<file path="src/design/fssmm_pkg.sv">
// ----------------------------------------------------------------------------
// fssmm_pkg
// shared types for the fraction set sum / max / min block
// ----------------------------------------------------------------------------
package fssmm_pkg;

  // request from the sequencer to the shift-subtract divider
  typedef struct packed {
    logic start;
  } div_ctl_t;

  // divider status back to the sequencer
  typedef struct packed {
    logic busy;
    logic done;
  } div_sts_t;

endpackage

</file>
<file path="src/design/fssmm_div.sv">
// ----------------------------------------------------------------------------
// fssmm_div
// restoring shift-subtract divider, one quotient bit per cycle
// ----------------------------------------------------------------------------
module fssmm_div #(
  parameter int WIDTH = 48
) (
  input  logic                clk_i,
  input  logic                rst_ni,
  input  fssmm_pkg::div_ctl_t ctl_i,
  input  logic [WIDTH-1:0]    dividend_i,
  input  logic [WIDTH-1:0]    divisor_i,
  output fssmm_pkg::div_sts_t sts_o,
  output logic [WIDTH-1:0]    quotient_o
);
  import fssmm_pkg::*;

  localparam int CW = $clog2(WIDTH + 1);

  logic [CW-1:0]    cnt_q;
  logic             busy_q, done_q;
  logic [WIDTH-1:0] rem_q, dv_q, ds_q;
  logic [WIDTH:0]   trial;
  logic             fits;

  assign trial = {rem_q, dv_q[WIDTH-1]};
  assign fits  = trial >= {1'b0, ds_q};

  always_ff @(posedge clk_i or negedge rst_ni) begin
    if (!rst_ni) begin
      cnt_q  <= '0;
      busy_q <= 1'b0;
      done_q <= 1'b0;
    end else begin
      done_q <= 1'b0;
      if (ctl_i.start) begin
        cnt_q  <= CW'(WIDTH);
        busy_q <= 1'b1;
      end else if (busy_q) begin
        cnt_q <= cnt_q - 1'b1;
        if (cnt_q == CW'(1)) begin
          busy_q <= 1'b0;
          done_q <= 1'b1;
        end
      end
    end
  end

  always_ff @(posedge clk_i) begin
    if (ctl_i.start) begin
      rem_q <= '0;
      dv_q  <= dividend_i;
      ds_q  <= divisor_i;
    end else if (busy_q) begin
      // remainder stays below the divisor, so it fits in WIDTH bits
      rem_q <= fits ? WIDTH'(trial - {1'b0, ds_q}) : trial[WIDTH-1:0];
      dv_q  <= {dv_q[WIDTH-2:0], fits};
    end
  end

  assign sts_o.busy = busy_q;
  assign sts_o.done = done_q;
  assign quotient_o = dv_q;

endmodule

</file>
<file path="src/design/fraction_set_sum_max_min_top.sv">
// ----------------------------------------------------------------------------
// fraction_set_sum_max_min_top
// running rational sum with binary gcd reduction, plus max and min fraction
// ----------------------------------------------------------------------------
//  channel | signals                               | direction
//  --------+---------------------------------------+----------
//  in      | in_valid_i in_stall_o num/den/last    | word in
//  out     | out_valid_o out_stall_i sum/max/min.. | word out
//
//  one word at a time; in_stall_o is high from acceptance until the sequencer
//  returns to idle. a word passes through the cross-product multiplies, the
//  binary gcd (data dependent), two divider passes and the max and min
//  multiply and compare. a zero-denominator word goes straight to the finish
//  state. the result sits in an output register; a stalled result holds the
//  sequencer at the end of the next set. reset clears the sum to 0/1 and all
//  flags.
module fraction_set_sum_max_min_top #(
  parameter int IN_WIDTH  = 16,
  parameter int SUM_WIDTH = 32
) (
  input  logic                        clk_i,
  input  logic                        rst_ni,
  input  logic                        in_valid_i,
  output logic                        in_stall_o,
  input  logic signed [IN_WIDTH-1:0]  num_i,
  input  logic signed [IN_WIDTH-1:0]  den_i,
  input  logic                        last_i,
  output logic                        out_valid_o,
  input  logic                        out_stall_i,
  output logic signed [SUM_WIDTH-1:0] sum_num_o,
  output logic [SUM_WIDTH-2:0]        sum_den_o,
  output logic signed [IN_WIDTH-1:0]  max_num_o,
  output logic [IN_WIDTH-1:0]         max_den_o,
  output logic signed [IN_WIDTH-1:0]  min_num_o,
  output logic [IN_WIDTH-1:0]         min_den_o,
  output logic                        overflow_o,
  output logic                        bad_input_o,
  output logic                        empty_set_o
);
  import fssmm_pkg::*;

  localparam int W  = IN_WIDTH;
  localparam int S  = SUM_WIDTH;
  localparam int P  = S + W;
  localparam int KW = $clog2(P + 1);
  localparam logic [P-1:0] TOP = P'(1) << (S - 1);
  localparam logic signed [W:0] LIM = (W+1)'((1 << (W - 1)) - 1);

  typedef enum logic [3:0] {
    ST_IDLE, ST_T1, ST_T2, ST_ND, ST_GCD, ST_DIV_NUM, ST_DIV_DEN, ST_UPDATE,
    ST_HI_A, ST_HI_B, ST_LO_A, ST_LO_B, ST_PICK, ST_FINISH
  } state_e;

  state_e state_q;

  logic signed [S-1:0] acc_num_q;
  logic [S-2:0]        acc_den_q;
  logic signed [W:0]   hi_num_q, lo_num_q, nn_q;
  logic [W-1:0]        hi_den_q, lo_den_q, dd_q;
  logic                seen_q, ovf_q, bad_q, last_q;
  logic [P-1:0]        t1_q, t2_q, mag_q, nd_q, ga_q, gb_q, qn_q;
  logic                neg_q;
  logic [KW-1:0]       gk_q;
  logic signed [P+1:0] pa_q, pb_q, pc_q, pd_q;
  logic                out_valid_q;
  div_ctl_t            div_ctl_q;
  div_sts_t            div_sts;
  logic [P-1:0]        div_quo, div_dvd, gcd_val;

  // input normalization
  logic signed [W:0]   n_ext, d_ext, nn_in, dd_in;
  assign n_ext = (W+1)'(num_i);
  assign d_ext = (W+1)'(den_i);
  assign nn_in = den_i[W-1] ? -n_ext : n_ext;
  assign dd_in = den_i[W-1] ? -d_ext : d_ext;

  // magnitudes of the operands
  logic         sa, sx;
  logic [S-1:0] ma;
  logic [W-1:0] mx;
  assign sa = acc_num_q[S-1];
  assign ma = sa ? S'(-acc_num_q) : S'(acc_num_q);
  assign sx = nn_q[W];
  assign mx = sx ? W'(-nn_q) : W'(nn_q);

  // shared signed multiplier
  logic signed [S:0]     op_a;
  logic signed [W:0]     op_b;
  logic signed [P+1:0]   mul_res;
  always_comb begin
    op_a = '0;
    op_b = '0;
    unique case (state_q)
      ST_T1:   begin op_a = {1'b0, ma};           op_b = {1'b0, dd_q}; end
      ST_T2:   begin op_a = {2'b00, acc_den_q};   op_b = {1'b0, mx};   end
      ST_ND:   begin op_a = {2'b00, acc_den_q};   op_b = {1'b0, dd_q}; end
      ST_HI_A: begin op_a = (S+1)'(nn_q);         op_b = {1'b0, hi_den_q}; end
      ST_HI_B: begin op_a = (S+1)'(hi_num_q);     op_b = {1'b0, dd_q}; end
      ST_LO_A: begin op_a = (S+1)'(nn_q);         op_b = {1'b0, lo_den_q}; end
      ST_LO_B: begin op_a = (S+1)'(lo_num_q);     op_b = {1'b0, dd_q}; end
      default: begin op_a = '0;                   op_b = '0;           end
    endcase
  end
  assign mul_res = op_a * op_b;

  // signed add of the two cross products
  logic [P-1:0] mag_c;
  logic         neg_c;
  always_comb begin
    if (sa == sx) begin
      mag_c = t1_q + t2_q;
      neg_c = sa;
    end else if (t1_q >= t2_q) begin
      mag_c = t1_q - t2_q;
      neg_c = sa;
    end else begin
      mag_c = t2_q - t1_q;
      neg_c = sx;
    end
  end

  assign gcd_val = gb_q << gk_q;
  assign div_dvd = (state_q == ST_DIV_DEN) ? nd_q : mag_q;

  fssmm_div #(.WIDTH(P)) u_div (
    .clk_i      (clk_i),
    .rst_ni     (rst_ni),
    .ctl_i      (div_ctl_q),
    .dividend_i (div_dvd),
    .divisor_i  (gcd_val),
    .sts_o      (div_sts),
    .quotient_o (div_quo)
  );

  logic ovf_c;
  assign ovf_c = (neg_q ? (qn_q > TOP) : (qn_q > TOP - 1'b1)) || (div_quo > TOP - 1'b1);

  logic out_free;
  assign out_free = !out_valid_q || !out_stall_i;

  always_ff @(posedge clk_i or negedge rst_ni) begin
    if (!rst_ni) begin
      state_q     <= ST_IDLE;
      acc_num_q   <= '0;
      acc_den_q   <= (S-1)'(1);
      hi_num_q    <= '0;
      hi_den_q    <= W'(1);
      lo_num_q    <= '0;
      lo_den_q    <= W'(1);
      seen_q      <= 1'b0;
      ovf_q       <= 1'b0;
      bad_q       <= 1'b0;
      out_valid_q <= 1'b0;
      div_ctl_q   <= '0;
    end else begin
      div_ctl_q <= '0;
      if (out_valid_q && !out_stall_i) begin
        out_valid_q <= 1'b0;
      end
      unique case (state_q)
        ST_IDLE: begin
          if (in_valid_i) begin
            if (den_i == '0) begin
              bad_q   <= 1'b1;
              state_q <= ST_FINISH;
            end else begin
              state_q <= ST_T1;
            end
          end
        end
        ST_T1:   state_q <= ST_T2;
        ST_T2:   state_q <= ST_ND;
        ST_ND:   state_q <= ST_GCD;
        ST_GCD: begin
          if (ga_q == '0) begin
            div_ctl_q.start <= 1'b1;
            state_q         <= ST_DIV_NUM;
          end
        end
        ST_DIV_NUM: begin
          if (div_sts.done) begin
            div_ctl_q.start <= 1'b1;
            state_q         <= ST_DIV_DEN;
          end
        end
        ST_DIV_DEN: begin
          if (div_sts.done) begin
            state_q <= ST_UPDATE;
          end
        end
        ST_UPDATE: begin
          // div_quo still holds the reduced denominator here
          if (ovf_c) begin
            ovf_q <= 1'b1;
          end else begin
            acc_num_q <= neg_q ? -S'(qn_q) : S'(qn_q);
            acc_den_q <= div_quo[S-2:0];
          end
          if (!seen_q) begin
            hi_num_q <= nn_q;
            hi_den_q <= dd_q;
            lo_num_q <= nn_q;
            lo_den_q <= dd_q;
            seen_q   <= 1'b1;
            state_q  <= ST_FINISH;
          end else begin
            state_q <= ST_HI_A;
          end
        end
        ST_HI_A: state_q <= ST_HI_B;
        ST_HI_B: state_q <= ST_LO_A;
        ST_LO_A: state_q <= ST_LO_B;
        ST_LO_B: state_q <= ST_PICK;
        ST_PICK: begin
          if (pa_q > pb_q) begin
            hi_num_q <= nn_q;
            hi_den_q <= dd_q;
          end
          if (pc_q < pd_q) begin
            lo_num_q <= nn_q;
            lo_den_q <= dd_q;
          end
          state_q <= ST_FINISH;
        end
        ST_FINISH: begin
          if (!last_q) begin
            state_q <= ST_IDLE;
          end else if (out_free) begin
            out_valid_q <= 1'b1;
            acc_num_q   <= '0;
            acc_den_q   <= (S-1)'(1);
            hi_num_q    <= '0;
            hi_den_q    <= W'(1);
            lo_num_q    <= '0;
            lo_den_q    <= W'(1);
            seen_q      <= 1'b0;
            ovf_q       <= 1'b0;
            bad_q       <= 1'b0;
            state_q     <= ST_IDLE;
          end
        end
        default: state_q <= ST_IDLE;
      endcase
    end
  end

  // datapath registers
  always_ff @(posedge clk_i) begin
    unique case (state_q)
      ST_IDLE: begin
        if (in_valid_i) begin
          nn_q   <= nn_in;
          dd_q   <= dd_in[W-1:0];
          last_q <= last_i;
        end
      end
      ST_T1: t1_q <= mul_res[P-1:0];
      ST_T2: t2_q <= mul_res[P-1:0];
      ST_ND: begin
        nd_q  <= mul_res[P-1:0];
        mag_q <= mag_c;
        neg_q <= neg_c && (mag_c != '0);
        ga_q  <= mag_c;
        gb_q  <= mul_res[P-1:0];
        gk_q  <= '0;
      end
      ST_GCD: begin
        // binary gcd, one shift or subtract per cycle
        if (ga_q != '0) begin
          priority if (!ga_q[0] && !gb_q[0]) begin
            ga_q <= ga_q >> 1;
            gb_q <= gb_q >> 1;
            gk_q <= gk_q + 1'b1;
          end else if (!ga_q[0]) begin
            ga_q <= ga_q >> 1;
          end else if (!gb_q[0]) begin
            gb_q <= gb_q >> 1;
          end else if (ga_q >= gb_q) begin
            ga_q <= (ga_q - gb_q) >> 1;
          end else begin
            gb_q <= (gb_q - ga_q) >> 1;
          end
        end
      end
      ST_DIV_NUM: begin
        if (div_sts.done) begin
          qn_q <= div_quo;
        end
      end
      ST_HI_A: pa_q <= mul_res;
      ST_HI_B: pb_q <= mul_res;
      ST_LO_A: pc_q <= mul_res;
      ST_LO_B: pd_q <= mul_res;
      default: begin
      end
    endcase
  end

  // output word register
  always_ff @(posedge clk_i) begin
    if (state_q == ST_FINISH && last_q && out_free) begin
      sum_num_o   <= acc_num_q;
      sum_den_o   <= acc_den_q;
      max_num_o   <= (hi_num_q > LIM) ? W'(LIM) : W'(hi_num_q);
      max_den_o   <= hi_den_q;
      min_num_o   <= (lo_num_q > LIM) ? W'(LIM) : W'(lo_num_q);
      min_den_o   <= lo_den_q;
      overflow_o  <= ovf_q;
      bad_input_o <= bad_q;
      empty_set_o <= !seen_q;
    end
  end

  assign in_stall_o  = (state_q != ST_IDLE);
  assign out_valid_o = out_valid_q;

`ifndef ASSERT_OFF
  a_den_nonzero: assert property (@(posedge clk_i) disable iff (!rst_ni)
    acc_den_q != '0) else $error("sum denominator is zero");

  a_gcd_b_nonzero: assert property (@(posedge clk_i) disable iff (!rst_ni)
    state_q == ST_GCD |-> gb_q != '0) else $error("gcd operand lost");

  a_out_held: assert property (@(posedge clk_i) disable iff (!rst_ni)
    out_valid_q && out_stall_i |=> out_valid_q && $stable(sum_num_o))
    else $error("stalled result word changed");

  a_div_idle_start: assert property (@(posedge clk_i) disable iff (!rst_ni)
    div_ctl_q.start |-> !div_sts.busy) else $error("divider restarted while busy");
`endif

endmodule

</file>
<file path="config.mk">
export PLATFORM = sky130hd
export DESIGN_NAME = fraction_set_sum_max_min_top
export DESIGN_NICKNAME = d
export VERILOG_FILES = /design/src/design/fssmm_pkg.sv /design/src/design/fssmm_div.sv /design/src/design/fraction_set_sum_max_min_top.sv
export SDC_FILE = /design/constraint.sdc
export NUM_CORES = 2
export LEC_CHECK = 0
export ABC_AREA = 1
export BUFFER_PORTS_ARGS = -buffer_cell sky130_fd_sc_hd__buf_2
export CAP_MARGIN = 30
export CELL_PAD_IN_SITES_DETAIL_PLACEMENT = 1
export CELL_PAD_IN_SITES_GLOBAL_PLACEMENT = 2
export CORE_MARGIN = 4
export CORE_UTILIZATION = 39
export CTS_CLUSTER_SIZE = 12
export DETAILED_ROUTE_END_ITERATION = 16
export PLACE_DENSITY_LB_ADDON = 0.1
export SETUP_SLACK_MARGIN = 0.05
export SLEW_MARGIN = 30
export SYNTH_ARGS = -nofsm -noshare
export SYNTH_HDL_FRONTEND = slang
export SYNTH_SLANG_ARGS = --single-unit
export TNS_END_PERCENT = 5
</file>
<file path="constraint.sdc">
create_clock -name clk_i -period 11.4 [get_ports clk_i]
set_input_delay 3.42 -clock clk_i [delete_from_list [all_inputs] [get_ports clk_i]]
set_output_delay 3.42 -clock clk_i [all_outputs]
set_load 0.02 [all_outputs]
</file>
==> metrics.cfg <==
[floorplanning]
dieWidth_um=474
die_h_um=474
row_count=170
dieArea_um2=225000
start_util_pct=39.4
core_um2=215000
ioPinCount=169

[yosys]
synthTopCellsByArea=edfxtp_1, fa_1, nand2_1, inv_1, ha_1
ys.flop_type=edfxtp_1
synth_xor_xnor_area_share_pct=2.70
synthCells=10800
yosys.area.top_type_share_pct=28.4
synth_compound_area_share_pct=11.4
postSynthAreaPerCell_um2=7.89
yosysWarningCount=0
async_flop_share_pct=14.6
netlist_top_cells_count=nand2_1, inv_1, nor2_1, edfxtp_1, a21oi_1
synth_edf_count=803
ys_types=80
yosysTopAreaCell=edfxtp_1
synth_nets=11800
synth.area.mux_share_pct=0.614
synth_top_family_by_area=simple AND/OR/NAND/NOR gates
ys_seq_elements=997
synth_most_common_cell=nand2_1
synthAdderAreaFrac_pct=19.6
ys_seq_area_share_pct=33.9
yosys.area_share.simple_pct=20.9
synthesis.area_um2=84800

[hold_path]
hold_class=flip-flop to flip-flop

[clock_network]
insertion_delay_ps=830
cts_buffers=114
postCtsSetupRepairBufs=0
cts-resized-gates=0
postCtsHoldBufs=0
root_buffer=clkbuf_16
clockBufferDepth=3
cts_max_level=3
numClockSinks=997
path_clk_slew_ps=70
cts_tree=done

[timing]
hold_violations=0
setup_viol=0
fin_setup_tns_ps=0
fin_skew_ps=95.8
tightestPinTransition_ps=1040
drv_slew=0
slew_headroom_pct=29.8
rsz0062_at_grt=false
period_share_pct=86.7
final.min_clock_period_ps=9880
fmax_ghz=0.101

[worst_setup_path]
required_ps=11800
critPathTopFamily=adder cells
timing.critical_path.buf_inv=8
start_kind=flip-flop
path_class=flip-flop to flip-flop
slowest_delay_ps=960
crit_slowest_cell=edfxtp_1
critPathArrivalTime_ps=10270
critPathMaxFanout=30
crit_path_frequent_cell=inv_1
end_kind=flip-flop

[flow_run]
maxCapViolCount=0

[routing]
drtAntennaViolNets=0
drcViolationCount=0
drtIter0Drc=5693
viasPerCell=5.47
wirelength_um=388000
routedWlPerCell_um=28.2
first_pass_iters=5
vias=75300

[cells_and_area]
final_area_um2=92600
area_growth_pct=9.14
nNetsFinal=11900
drive_gt1_share_pct=6.06
layoutNonFillerInstCount=13800

[outcome]
status=finished clean

[grt]
grt_max_degree=88
antenna_found_initial=22
grt_pass1_vias=79200
track_usage_pct=34.2
gr-total-overflow=0
grt_pass1_wl_um=559000

[placed_design]
placement.io_buffers=168
gp_congestion=1.02
placedCellCount=13500
dpl_cell_area_um2=88700
hpwlAfterDp_um=318000

[through the flow]
stage,util (%),hold slack (ps),setup slack (ps)
after floorplan,-,425,1490
after global placement,41.1,430,1230
after detailed placement,41.2,433,1700
after CTS,42.9,392,1580
after global routing,43.0,409,1180
final,43.0,398,1520
[cell usage in the layout (no fill, tap or decap), types with 27 or more instances in the layout]
cell type	count
xnor2_1	76
nand2_2	27
o21a_1	34
nor3_1	73
xor2_1	180
o211ai_1	40
nor4_1	32
inv_1	1966
nand3_1	423
clkbuf_16	115
a21o_1	28
buf_4	125
o21ai_0	609
o21bai_1	33
nand4_1	103
ha_1	509
o22ai_1	133
a31oi_1	33
fa_1	509
mux2i_1	52
edfxtp_1	803
o21ai_1	61
dfxtp_1	48
dfrtp_1	142
nand2_1	2588
a21oi_1	624
buf_2	167
nor2_1	958
inv_2	35
[cell type report]
| class | instances | area [µm²] |
|---|---|---|
| clock buffers | 148 | 3070 |
| repair buffers | 297 | 1840 |
| fillers | 26100 | 123000 |
| multi-input cells | 7387 | 47000 |
| diodes | 5 | 12.5 |
| well taps | 2838 | 3550 |
| flip-flops and latches | 997 | 28700 |
| inverters | 2018 | 7590 |
| clock inverters | 63 | 747 |
[routing by layer]
layer | vias up | part of all wire (%) | GRT usage (%)
met5 | - | 0.0088 | 0
met4 | 4 | 6.3 | 17.7
met3 | 667 | 5.5 | 4.58
met2 | 2292 | 47 | 57.1
met1 | 37800 | 41 | 43.4
li1 | 34500 | - | -
[cells by family (layout without fill, tap and decap cells)]
logic type                 count (synthesis)  count (layout)
AOI/OAI and AO/OA                       1732            1732
xor gates and xnor gates                 261             261
adders and majority gates               1021            1021
buffers and inverters                   2371            2526
DFF                                      997             997
muxes                                     52              52
other                                      0               5
and+or+nand+nor                         4321            4321
[registers in the layout (all words and copies together) (netlist names), 48 cells and up]
signal            flops
t2_q                 48
pd_q                 50
qn_q                 48
pb_q                 50
mag_q                48
nd_q                 48
pa_q                 50
gb_q                 48
u_div.ds_q           48
ga_q                 48
u_div.rem_q          48
pc_q                 50
u_div.quotient_o     48
t1_q                 48
[path summary, 6_finish.rpt]
path	cells after the start	startpoint	endpoint	slack, ps
max	27	nn_q[16]	t2_q[31]	1520
min	0	u_div.quotient_o[28]	qn_q[28]	400
max reg2reg	27	nn_q[16]	t2_q[31]	1520
min reg2reg	0	u_div.quotient_o[28]	qn_q[28]	400
max in group asynchronous	2	rst_ni	div_ctl_q	7390
min in group asynchronous	1	rst_ni	acc_den_q[4]	2650
Power is left out: the tool's default activity adds up to more than one toggle a clock period on the data nets, which glitch-free logic cannot reach.
